===== config.mk =====
export PLATFORM = sky130hd
export DESIGN_NAME = fit_policy_partition_allocator_top_flat
export DESIGN_NICKNAME = d
export VERILOG_FILES = /design/src/sv/fpa_pkg.sv /design/src/sv/fpa_if.sv /design/src/sv/fpa_cell.sv /design/src/sv/fit_policy_partition_allocator_top.sv /design/src/flat_wrapper.sv
export SDC_FILE = /design/constraint.sdc
export NUM_CORES = 2
export LEC_CHECK = 0
export BUFFER_PORTS_ARGS = -buffer_cell sky130_fd_sc_hd__buf_2
export CORE_MARGIN = 1
export CORE_UTILIZATION = 30
export DETAILED_ROUTE_END_ITERATION = 8
export MAX_ROUTING_LAYER = met4
export PLACE_DENSITY = 0.44
export SYNTH_ARGS = -nofsm -noshare
export SYNTH_HDL_FRONTEND = slang
export SYNTH_SLANG_ARGS = --single-unit

===== constraint.sdc =====
create_clock -name clk -period 3.7 [get_ports clk]
set_input_delay 0.185 -clock clk [delete_from_list [all_inputs] [get_ports clk]]
set_output_delay 0.185 -clock clk [all_outputs]
set_load 0.05 [all_outputs]

===== src/sv/fpa_pkg.sv =====
// Package: shared constants, codes and state type of the partition allocator.
package fpa_pkg;

  localparam int PARTITIONS_DEF = 16;
  localparam int SIZE_BITS_DEF  = 16;

  localparam int CMD_W    = 1;
  localparam int PIDX_W   = 4;
  localparam int AMOUNT_W = 16;
  localparam int POLICY_W = 2;
  localparam int COUNT_W  = 5;
  localparam int CFG_IDX_W  = 1;
  localparam int CFG_DATA_W = 5;

  localparam logic [CMD_W-1:0] CMD_LOAD  = 1'b0;
  localparam logic [CMD_W-1:0] CMD_ALLOC = 1'b1;

  localparam logic [POLICY_W-1:0] FIT_FIRST = 2'd0;
  localparam logic [POLICY_W-1:0] FIT_BEST  = 2'd1;
  localparam logic [POLICY_W-1:0] FIT_WORST = 2'd2;

  localparam logic [CFG_IDX_W-1:0] CFG_FIT_POLICY = 1'b0;
  localparam logic [CFG_IDX_W-1:0] CFG_PART_COUNT = 1'b1;

  localparam logic [POLICY_W-1:0] RESET_POLICY = FIT_FIRST;
  localparam logic [COUNT_W-1:0]  RESET_COUNT  = 5'd16;

  typedef enum logic [1:0] {
    ST_IDLE,
    ST_SCAN,
    ST_FINISH
  } state_t;

endpackage


===== src/sv/fpa_if.sv =====
// Interfaces: request and result channels with valid/ready handshake.
interface fpa_req_if;
  logic                            valid;
  logic                            ready;
  logic [fpa_pkg::CMD_W-1:0]       command;
  logic [fpa_pkg::PIDX_W-1:0]      partition_index;
  logic [fpa_pkg::AMOUNT_W-1:0]    amount;

  modport source (output valid, command, partition_index, amount, input ready);
  modport sink   (input valid, command, partition_index, amount, output ready);
endinterface

interface fpa_res_if;
  logic                            valid;
  logic                            ready;
  logic                            granted;
  logic [fpa_pkg::PIDX_W-1:0]      chosen_partition;
  logic [fpa_pkg::AMOUNT_W-1:0]    remaining_size;

  modport source (output valid, granted, chosen_partition, remaining_size, input ready);
  modport sink   (input valid, granted, chosen_partition, remaining_size, output ready);
endinterface


===== src/sv/fpa_cell.sv =====
// Cell: one partition's size plus one stage of the fit-search chain.
module fpa_cell #(
  parameter int INDEX     = 0,
  parameter int IDX_W     = 4,
  parameter int SIZE_BITS = fpa_pkg::SIZE_BITS_DEF
) (
  input  logic                          clk,
  input  logic [fpa_pkg::POLICY_W-1:0]  fit_policy,
  input  logic [fpa_pkg::COUNT_W-1:0]   partition_count,
  input  logic [SIZE_BITS-1:0]          req,
  input  logic                          wr_en,
  input  logic [IDX_W-1:0]              wr_idx,
  input  logic [SIZE_BITS-1:0]          wr_data,
  input  logic                          in_found,
  input  logic [IDX_W-1:0]              in_sel,
  input  logic [SIZE_BITS-1:0]          in_size,
  output logic                          out_found,
  output logic [IDX_W-1:0]              out_sel,
  output logic [SIZE_BITS-1:0]          out_size
);

  logic [SIZE_BITS-1:0] size_left;
  logic                 active;
  logic                 fits;
  logic                 take;

  assign active = int'(partition_count) > INDEX;
  assign fits   = req <= size_left;

  always_comb begin
    unique case (fit_policy)
      fpa_pkg::FIT_BEST:  take = active && fits && (!in_found || size_left < in_size);
      fpa_pkg::FIT_WORST: take = active && (!in_found || size_left > in_size);
      default:            take = active && fits && !in_found;
    endcase
  end

  always_ff @(posedge clk) begin
    if (wr_en && wr_idx == IDX_W'(INDEX)) begin
      size_left <= wr_data;
    end
    if (take) begin
      out_found <= 1'b1;
      out_sel   <= IDX_W'(INDEX);
      out_size  <= size_left;
    end else begin
      out_found <= in_found;
      out_sel   <= in_sel;
      out_size  <= in_size;
    end
  end

endmodule


===== src/sv/fit_policy_partition_allocator_top.sv =====
// Top level: fixed-partition allocator with first/best/worst fit policy.
// Load: the result register is written directly from the request transfer.
// Allocate: the search record walks the cell chain one cell per cycle in ST_SCAN;
// ST_FINISH commits the result once the result register is free. One item at
// a time: loads one per cycle while results are taken, no request mid-allocation.
// Reset (synchronous, active high) clears control state and sets fit_policy to
// first fit and partition_count to 16; partition sizes are undefined until loaded.
module fit_policy_partition_allocator_top #(
  parameter int PARTITIONS = fpa_pkg::PARTITIONS_DEF,
  parameter int SIZE_BITS  = fpa_pkg::SIZE_BITS_DEF
) (
  input  logic                           clk,
  input  logic                           rst,
  fpa_req_if.sink                        request,
  fpa_res_if.source                      result,
  input  logic                           cfg_we,
  input  logic [fpa_pkg::CFG_IDX_W-1:0]  cfg_index,
  input  logic [fpa_pkg::CFG_DATA_W-1:0] cfg_data
);

  localparam int IDX_W = (PARTITIONS > 1) ? $clog2(PARTITIONS) : 1;

  // configuration registers
  logic [fpa_pkg::POLICY_W-1:0] fit_policy;
  logic [fpa_pkg::COUNT_W-1:0]  partition_count;

  always_ff @(posedge clk) begin
    if (rst) begin
      fit_policy      <= fpa_pkg::RESET_POLICY;
      partition_count <= fpa_pkg::RESET_COUNT;
    end else if (cfg_we) begin
      unique case (cfg_index)
        fpa_pkg::CFG_FIT_POLICY: fit_policy      <= cfg_data[fpa_pkg::POLICY_W-1:0];
        fpa_pkg::CFG_PART_COUNT: partition_count <= cfg_data[fpa_pkg::COUNT_W-1:0];
        default: ;
      endcase
    end
  end

  // sequencer
  fpa_pkg::state_t      state, state_next;
  logic [IDX_W-1:0]     scan_cnt, scan_cnt_next;
  logic [SIZE_BITS-1:0] req, req_next;

  // result register
  logic                          out_valid, out_valid_next;
  logic                          out_granted, out_granted_next;
  logic [fpa_pkg::PIDX_W-1:0]    out_part, out_part_next;
  logic [fpa_pkg::AMOUNT_W-1:0]  out_size, out_size_next;

  // broadcast write port into the cells
  logic                 wr_en;
  logic [IDX_W-1:0]     wr_idx;
  logic [SIZE_BITS-1:0] wr_data;

  // search chain: link k feeds cell k, link PARTITIONS is the chain's output
  logic                 link_found [PARTITIONS+1];
  logic [IDX_W-1:0]     link_sel   [PARTITIONS+1];
  logic [SIZE_BITS-1:0] link_size  [PARTITIONS+1];

  assign link_found[0] = 1'b0;
  assign link_sel[0]   = '0;
  assign link_size[0]  = '0;

  for (genvar k = 0; k < PARTITIONS; k++) begin : g_cell
    fpa_cell #(
      .INDEX     (k),
      .IDX_W     (IDX_W),
      .SIZE_BITS (SIZE_BITS)
    ) u_cell (
      .clk             (clk),
      .fit_policy      (fit_policy),
      .partition_count (partition_count),
      .req             (req),
      .wr_en           (wr_en),
      .wr_idx          (wr_idx),
      .wr_data         (wr_data),
      .in_found        (link_found[k]),
      .in_sel          (link_sel[k]),
      .in_size         (link_size[k]),
      .out_found       (link_found[k+1]),
      .out_sel         (link_sel[k+1]),
      .out_size        (link_size[k+1])
    );
  end

  logic                 out_free;
  logic                 accept;
  logic [SIZE_BITS-1:0] amt;
  logic                 load_ok;
  logic                 grant;
  logic [SIZE_BITS-1:0] after_alloc;

  assign out_free = !out_valid || result.ready;
  assign request.ready = (state == fpa_pkg::ST_IDLE) && out_free;
  assign accept   = request.valid && request.ready;
  assign amt      = SIZE_BITS'(request.amount);
  assign load_ok  = int'(request.partition_index) < PARTITIONS;

  // worst fit picks the largest first and checks the fit at the end
  assign grant       = link_found[PARTITIONS] &&
                       ((fit_policy != fpa_pkg::FIT_WORST) || req <= link_size[PARTITIONS]);
  assign after_alloc = link_size[PARTITIONS] - req;

  always_ff @(posedge clk) begin
    if (rst) begin
      state     <= fpa_pkg::ST_IDLE;
      out_valid <= 1'b0;
    end else begin
      state     <= state_next;
      out_valid <= out_valid_next;
    end
  end

  always_ff @(posedge clk) begin
    scan_cnt    <= scan_cnt_next;
    req         <= req_next;
    out_granted <= out_granted_next;
    out_part    <= out_part_next;
    out_size    <= out_size_next;
  end

  always_comb begin
    state_next       = state;
    scan_cnt_next    = scan_cnt;
    req_next         = req;
    out_valid_next   = out_valid && !result.ready;
    out_granted_next = out_granted;
    out_part_next    = out_part;
    out_size_next    = out_size;
    wr_en            = 1'b0;
    wr_idx           = IDX_W'(request.partition_index);
    wr_data          = amt;

    unique case (state)
      fpa_pkg::ST_IDLE: begin
        if (accept) begin
          if (request.command == fpa_pkg::CMD_LOAD) begin
            // load finishes at once; an out-of-range index is refused
            wr_en            = load_ok;
            out_valid_next   = 1'b1;
            out_granted_next = load_ok;
            out_part_next    = load_ok ? request.partition_index : '0;
            out_size_next    = load_ok ? fpa_pkg::AMOUNT_W'(amt) : '0;
          end else begin
            req_next      = amt;
            scan_cnt_next = '0;
            state_next    = fpa_pkg::ST_SCAN;
          end
        end
      end
      fpa_pkg::ST_SCAN: begin
        scan_cnt_next = scan_cnt + 1'b1;
        if (scan_cnt == IDX_W'(PARTITIONS - 1)) begin
          state_next = fpa_pkg::ST_FINISH;
        end
      end
      fpa_pkg::ST_FINISH: begin
        // chain output is stable here; commit once the result register frees up
        wr_idx  = link_sel[PARTITIONS];
        wr_data = after_alloc;
        if (out_free) begin
          wr_en            = grant;
          out_valid_next   = 1'b1;
          out_granted_next = grant;
          out_part_next    = grant ? fpa_pkg::PIDX_W'(link_sel[PARTITIONS]) : '0;
          out_size_next    = grant ? fpa_pkg::AMOUNT_W'(after_alloc) : '0;
          state_next       = fpa_pkg::ST_IDLE;
        end
      end
      default: state_next = fpa_pkg::ST_IDLE;
    endcase
  end

  assign result.valid            = out_valid;
  assign result.granted          = out_granted;
  assign result.chosen_partition = out_part;
  assign result.remaining_size   = out_size;

endmodule


===== src/flat_wrapper.sv =====
// flat-port wrapper written by rule: the top's interface ports become plain ports
module fit_policy_partition_allocator_top_flat 
#(
  parameter int PARTITIONS = fpa_pkg::PARTITIONS_DEF,
  parameter int SIZE_BITS  = fpa_pkg::SIZE_BITS_DEF
)
  (clk, rst, cfg_we, cfg_index, cfg_data, request_valid, request_command, request_partition_index, request_amount, request_ready, result_valid, result_granted, result_chosen_partition, result_remaining_size, result_ready);
  fpa_req_if request_i ();
  fpa_res_if result_i ();
  input  logic clk;
  input  logic rst;
  input  logic cfg_we;
  input  logic [fpa_pkg::CFG_IDX_W-1:0] cfg_index;
  input  logic [fpa_pkg::CFG_DATA_W-1:0] cfg_data;
  input wire logic [$bits(request_i.valid)-1:0] request_valid;
  input wire logic [$bits(request_i.command)-1:0] request_command;
  input wire logic [$bits(request_i.partition_index)-1:0] request_partition_index;
  input wire logic [$bits(request_i.amount)-1:0] request_amount;
  output wire logic [$bits(request_i.ready)-1:0] request_ready;
  output wire logic [$bits(result_i.valid)-1:0] result_valid;
  output wire logic [$bits(result_i.granted)-1:0] result_granted;
  output wire logic [$bits(result_i.chosen_partition)-1:0] result_chosen_partition;
  output wire logic [$bits(result_i.remaining_size)-1:0] result_remaining_size;
  input wire logic [$bits(result_i.ready)-1:0] result_ready;
  assign request_i.valid = request_valid;
  assign request_i.command = request_command;
  assign request_i.partition_index = request_partition_index;
  assign request_i.amount = request_amount;
  assign request_ready = request_i.ready;
  assign result_valid = result_i.valid;
  assign result_granted = result_i.granted;
  assign result_chosen_partition = result_i.chosen_partition;
  assign result_remaining_size = result_i.remaining_size;
  assign result_i.ready = result_ready;
  fit_policy_partition_allocator_top #(.PARTITIONS(PARTITIONS), .SIZE_BITS(SIZE_BITS)) u_core (.clk(clk), .rst(rst), .request(request_i), .result(result_i), .cfg_we(cfg_we), .cfg_index(cfg_index), .cfg_data(cfg_data));
endmodule

Yosys cells after proc, flatten, opt, wreduce, memory -nomap -nowiden
Cells that the tools add are included.
{ "totals": {"regBits": 639, "in_bits": 32, "out_inout_bits": 23, "elab_cells": 369} }
{ "op_classes": {"add_sub_neg": 2, "n_lt_le_gt_ge": 63, "n_eq_ne": 26, "n_mux": 65, "bitwise": 1, "reduce_logical": 140} }
{ "op_table": {"columns": ["operator", "n"], "rows": [
  ["16-bit two-way mux", 20],
  ["16-bit less-or-equal comparator", 17],
  ["16-bit > comparator", 15],
  ["16-bit < comparator", 15],
  ["1-bit logical AND", 81],
  ["5-bit by 4-bit > comparator with 1-bit output (second input constant)", 8],
  ["4-bit equality test (second input constant)", 9],
  ["1-bit one-hot mux with 2 select lines", 18],
  ["1-bit logical OR", 32],
  ["16-bit one-hot mux with 2 select lines", 1],
  ["4-bit two-way mux", 7],
  ["5-bit by 3-bit > comparator with 1-bit output (second input constant)", 4],
  ["1-bit logical NOT", 17],
  ["4-bit by 3-bit equality test with 1-bit output (second input constant)", 4],
  ["4-bit one-hot mux with 2 select lines", 2],
  ["16-bit subtractor", 1],
  ["1-bit two-way mux", 12],
  ["5-bit by 1-bit > comparator with 1-bit output (second input constant)", 2],
  ["5-bit by 2-bit > comparator with 1-bit output (second input constant)", 2],
  ["4-bit by 2-bit equality test with 1-bit output (second input constant)", 2],
  ["2-bit two-way mux", 4],
  ["4-bit AND reduction", 2],
  ["2-bit by 1-bit inequality test with 1-bit output (second input constant)", 3],
  ["2-bit inequality test (second input constant)", 3],
  ["11 further kinds", 16]
]} }

Depth between registers and ports, before layout
{ "depth": {"ltp_word": 7, "depth_mapped": 12, "depth_no_buf": 12} }

Modules after synthesis
From an unflattened synthesis, not the netlist that was laid out.
{ "unflattened": {"cells_unflattened": 3289, "hier_area_um2": 34964.8} }
{ "by_module_without_submodules": {"columns": ["mod", "n_inst", "cells_per_inst", "area_each_um2", "seq_area_each_um2"], "rows": [
  ["fit_policy_partition_allocator_top", 1, 310, 3052.9, 1431.4],
  ["fpa_cell at u_core.g_cell[2].u_cell", 1, 188, 2021.9, 900.9],
  ["fpa_cell at u_core.g_cell[8].u_cell", 1, 189, 2019.4, 900.9],
  ["fpa_cell at u_core.g_cell[12].u_cell", 1, 187, 2016.9, 900.9],
  ["fpa_cell at u_core.g_cell[4].u_cell", 1, 187, 2011.9, 900.9],
  ["fpa_cell at u_core.g_cell[0].u_cell", 1, 184, 2005.7, 900.9],
  ["fpa_cell at u_core.g_cell[6].u_cell", 1, 188, 1999.4, 900.9],
  ["fpa_cell at u_core.g_cell[10].u_cell", 1, 186, 1995.7, 900.9],
  ["fpa_cell at u_core.g_cell[7].u_cell", 1, 187, 1991.9, 900.9],
  ["fpa_cell at u_core.g_cell[14].u_cell", 1, 188, 1990.7, 900.9],
  ["fpa_cell at u_core.g_cell[15].u_cell", 1, 182, 1990.7, 900.9],
  ["fpa_cell at u_core.g_cell[9].u_cell", 1, 185, 1989.4, 900.9],
  ["fpa_cell at u_core.g_cell[11].u_cell", 1, 189, 1979.4, 900.9],
  ["fpa_cell at u_core.g_cell[1].u_cell", 1, 186, 1979.4, 900.9],
  ["3 more rows", null, null, null, null]
]} }

Least setup slack after synthesis
No wires, ideal clock.
{ "synth_timing": {"path_kind": "reg2reg", "start": "register u_core.out_valid (netlist: u_core.result.valid)", "end": "register u_core.g_cell[8].u_cell.size_left[0], enable pin", "setup_ns": 0.388, "arrival_ns": 3.059, "t_required_ns": 3.312, "slack_ns": 0.252, "stages_incl_launch_ff": 7, "path_buffers": 0, "period_less_slack_ns": 3.448, "path_cell_list": "dfxtp_1 -> nor2b_1 -> nor3_1 -> nand2_1 -> nand2_1 -> o211ai_1 -> nor2_1"} }
{ "synth_between": {"elab_chain_len": 7, "word_cells_on_any_way": 8, "cone_classes": "mux: 3; reduce/logical: 5"} }
{ "synth_rtl": {"columns": ["item", "line_no", "source"], "rows": [
  ["start, declared", "fit_policy_partition_allocator_top.sv:46", "logic out_valid, out_valid_next;"],
  ["start signal, assigned", "fit_policy_partition_allocator_top.sv:111", "out_valid <= out_valid_next;"],
  ["1-bit logical NOT", "fit_policy_partition_allocator_top.sv:94", "assign out_free = !out_valid || result.ready;"],
  ["1-bit logical OR", "fit_policy_partition_allocator_top.sv:94", null],
  ["1-bit logical AND", "fit_policy_partition_allocator_top.sv:95", "assign request.ready = (state == fpa_pkg::ST_IDLE) && out_free;"],
  ["named net request_ready", "flat_wrapper.sv:19", "output wire logic [$bits(request_i.ready)-1:0] request_ready;"],
  ["1-bit logical AND", "fit_policy_partition_allocator_top.sv:96", "assign accept = request.valid && request.ready;"],
  ["1-bit two-way mux", "fit_policy_partition_allocator_top.sv:137", "if (accept) begin"],
  ["1-bit one-hot mux with 2 select lines", "fit_policy_partition_allocator_top.sv:135", "unique case (state)"],
  ["1-bit logical AND", "fpa_cell.sv:39", "if (wr_en && wr_idx == IDX_W'(INDEX)) begin"],
  ["end signal, assigned", "fpa_cell.sv:40", "size_left <= wr_data;"],
  ["end, declared", "fpa_cell.sv:22", "logic [SIZE_BITS-1:0] size_left;"]
]} }
The timed path passes the listed nets, and every way through them passes these cells.
A chain may end at the register's enable or synchronous reset.

Final worst setup path
{ "layout_timing": {"start": "register u_core.req[13]", "end": "register u_core.g_cell[6].u_cell.size_left[7], enable pin"} }
{ "layout_between": {"elab_chain_len": 6} }
{ "layout_rtl": {"columns": ["item", "line_no", "source"], "rows": [
  ["start, declared", "fit_policy_partition_allocator_top.sv:43", "logic [SIZE_BITS-1:0] req, req_next;"],
  ["start signal, assigned", "fit_policy_partition_allocator_top.sv:117", "req <= req_next;"],
  ["16-bit less-or-equal comparator", "fit_policy_partition_allocator_top.sv:102", "((fit_policy != fpa_pkg::FIT_WORST) || req <= link_size[PARTITIONS]);"],
  ["1-bit logical OR", "fit_policy_partition_allocator_top.sv:102", null],
  ["1-bit logical AND", "fit_policy_partition_allocator_top.sv:101", "assign grant = link_found[PARTITIONS] &&"],
  ["1-bit two-way mux", "fit_policy_partition_allocator_top.sv:162", "if (out_free) begin"],
  ["1-bit one-hot mux with 2 select lines", "fit_policy_partition_allocator_top.sv:135", null],
  ["1-bit logical AND", "fpa_cell.sv:39", null],
  ["end signal, assigned", "fpa_cell.sv:40", null],
  ["end, declared", "fpa_cell.sv:22", null]
]} }
Every way passes these cells.

==> flow_summary.json <==
{
  "status": "completed",
  "numCtsBuffers": 75,
  "ctsLongestPathBuffers": 3,
  "p_int_w": 0.01444,
  "place_inst": 4590,
  "yosysUniqueCellTypes": 71,
  "die_area_mm2": 0.1116,
  "fin_crit_ns": 3.414,
  "die_y_um": 334.0,
  "drt.antenna.violating_nets": 0,
  "gr-total-overflow": 0,
  "netlist_area_mm2": 0.03307,
  "drive_above_1_share": 0.1067,
  "combPwrFrac": 0.210,
  "p_clk_frac": 0.366,
  "fin_tns_setup_ns": 0,
  "core_area_mm2": 0.1090,
  "dr.pass1.iters": 5,
  "drv_slew": 0,
  "htree_levels": 3,
  "final.setup_skew_ns": 0.02590,
  "synth_area_leaders": "edfxtp_1 27%, dfxtp_1 20%, ha_1 19%",
  "r2r_start": "u_core.req[13]",
  "row_count": 121,
  "routabilityCongestion": 0.8135,
  "hp-class": "primary input to flip-flop",
  "yosys.area.top_type": "edfxtp_1",
  "final_util": 0.3563,
  "slew_headroom": 0.2611,
  "worstHoldPathCells": 3,
  "routed_wl_mm": 107.2,
  "crit_top_cell": "o21ai_0",
  "arrival_ns": 3.73,
  "stdcell_area_mm2": 0.03884,
  "postSynthCellCount": 3056,
  "worstPathRequired_ns": 4.01,
  "ff2ff_setup_slack_ns": 0.29,
  "drv_cap": 0,
  "syn_area_per_cell_um2": 10.82,
  "synth_top_area_frac": 0.2697,
  "switchingPower_w": 0.006015,
  "port_buffers": 54,
  "dieWidth_um": 334.0,
  "placed_area_mm2": 0.03590,
  "nets": 3840,
  "clock-root-buffer": "clkbuf_16",
  "clk_pin_slew_ns": 0.05,
  "io_pins": 55,
  "drtIter0Drc": 1379,
  "critPathMaxFanout": 16,
  "netlist_top_cells_count": "518 x inv_1, 513 x ha_1, 331 x dfxtp_1",
  "yosys_warnings": 0,
  "start_util": 0.3034,
  "timing_hold_violations_final": 0,
  "switching_share": 0.2941,
  "route.detailed.drc": 0,
  "area_growth_pct": 17.45,
  "tightest_slew_ns": 1.107,
  "r2r-end": "u_core.g_cell[6].u_cell.size_left[7]",
  "hp-start": "request_partition_index[3]",
  "ys_seq_area_frac": 0.4701,
  "synth_top_flop_cell": "dfxtp_1",
  "setup_viol": 0,
  "grt_pass1_vias": 23660,
  "vias": 22890,
  "timing.fmax_mhz": 292.9,
  "groute.usage.overall": 0.1976,
  "synth_most_common_cell": "inv_1",
  "p_per_area_mw_per_mm2": 526.6,
  "startpoint_type": "flip-flop",
  "holdPathEnd": "u_core.result.chosen_partition[3]",
  "clkSinkCount": 628,
  "synth_fp_nets": 3602,
  "clk_latency_ns": 0.63,
  "async_reset_ff_frac": 0,
  "ys_ff_latch": 628,
  "cp-end-kind": "flip-flop",
  "p_leak_nw": 17.29,
  "grt_pass1_wl_mm": 156.0,
  "reg2reg_depth": 11,
  "cpPeakStageDelay_ns": 0.50,
  "grt_max_degree": 23,
  "via_per_inst": 4.791,
  "synth-edff-count": 297,
  "antenna_found_initial": 12,
  "crit_chain": "inv_1 > ha_1 > a21o_1 > a21oi_1 > o21ai_0 > o21ai_0 > a211o_1 > nand2_1 > o211ai_1 > nor2_1 > buf_4",
  "critPathSlowestCell": "edfxtp_1",
  "grt_setup_unrepaired": "false",
  "cts_tree": "built",
  "p_seq_frac": 0.424,
  "worstSetupPathType": "flip-flop to flip-flop",
  "hpwl_mm": 79.52,
  "final_cells": 4777,
  "wl_per_cell_um": 22.45,
  "ir_drop_mv": 0.3927,
  "finalCritPeriodShare": 0.9228
}
[final cells by class]
cell class | count | area [µm²]
antenna | 9 | 22.52
clock buffer | 118 | 2323
clock inverter | 19 | 173.9
fill | 10910 | 70160
inverter | 518 | 1944
multi-input combinational | 1865 | 15450
sequential | 628 | 15540
tap | 1414 | 1769
timing repair buffer | 206 | 1614
[power by group through the flow]
stage          logic, W  clock network, W  registers, W
2_1_floorplan   0.00278                 0       0.00864
3_3_place_gp    0.00428                 0       0.00881
3_5_place_dp    0.00425                 0       0.00879
4_1_cts         0.00433           0.00769       0.00868
5_1_grt         0.00484           0.00794       0.00875
6_report        0.00430           0.00748       0.00867
[flip-flops by register name, indices dropped and copies added (netlist names), 2 cells and up]
register                        flops
u_core.fit_policy                   2
u_core.g_cell.u_cell.out_found     16
u_core.g_cell.u_cell.out_sel       49
u_core.g_cell.u_cell.out_size     256
u_core.g_cell.u_cell.size_left    256
u_core.partition_count              5
u_core.req                         16
u_core.result.chosen_partition      4
u_core.result.remaining_size       16
u_core.scan_cnt                     4
u_core.state                        2
[cell usage in the layout, fill, tap and decap left out, types with 94 or more instances in the layout]
cell type,Yosys,routed
ha_1,513,513
inv_1,518,518
o21ai_0,109,94
nand2_1,101,101
nand4_1,112,112
a21oi_1,203,194
buf_4,3,103
mux2i_1,239,239
edfxtp_1,297,297
dfxtp_1,331,331
[critical path: cells and delay by family, from the launching register on]
kind	cells	cell delay [ns]
compound gates	6	1.39
simple gates	2	0.42
flops	1	0.50
buf+inv	2	0.38
fa+ha+maj	1	0.40
[cell families (layout without fill, tap and decap cells)]
family / Yosys count / count (layout) / share of synthesized area
XOR/XNOR: 14 / 14 / 0.003708
buffers and inverters: 563 / 861 / 0.06629
AO/OA/AOI/OAI: 525 / 525 / 0.09747
other: 0 / 9 / 0
multiplexers: 254 / 254 / 0.07745
flip-flops: 628 / 628 / 0.4701
AND/OR/NAND/NOR: 558 / 558 / 0.09028
adder cells (fa/ha/maj): 514 / 514 / 0.1947
[routing by layer]
metal | GRT usage | part of all wire | vias to the layer above | wire [µm]
met5 | - | 0 | - | 0
met1 | 0.2638 | 0.48 | 10930 | 51430
met4 | 0.05358 | 0.023 | 0 | 2458
met2 | 0.3143 | 0.46 | 446 | 49130
met3 | 0.02470 | 0.039 | 130 | 4214
li1 | - | - | 11380 | -
[through the flow]
stage	power [W]	worst slack (ns)	hold WS, ns
after floorplan	0.01142	0.2522	0.2839
after global placement	0.01310	0.1733	0.3917
after detailed placement	0.01304	0.1596	0.3911
after CTS	0.02069	0.1250	0.003330
after global routing	0.02153	0.08877	0.04035
final	0.02045	0.2858	0.02702
[worst max-delay path by stage]
stage	startpoint	cells after the start	slack (ns)	to
3_5_place_dp	u_core.req[0]	11	0.16	u_core.g_cell[7].u_cell.size_left[14]
6_report	u_core.req[13]	11	0.29	u_core.g_cell[6].u_cell.size_left[7]
5_1_grt	u_core.req[5]	10	0.09	u_core.g_cell[5].u_cell.out_size[0]
3_3_place_gp	u_core.req[0]	11	0.17	u_core.g_cell[7].u_cell.size_left[14]
2_1_floorplan	u_core.result.valid	6	0.25	u_core.g_cell[8].u_cell.size_left[0]
4_1_cts	u_core.req[0]	11	0.12	u_core.g_cell[3].u_cell.size_left[14]
[what timing repair did]
item	in CTS	in global routing
buffers inserted	0	0
gates resized for setup	0	1
hold buffers	41	0
setup endpoints to repair	0	13
hold endpoints to repair	40	0
(Power assumes the default switching activity.)
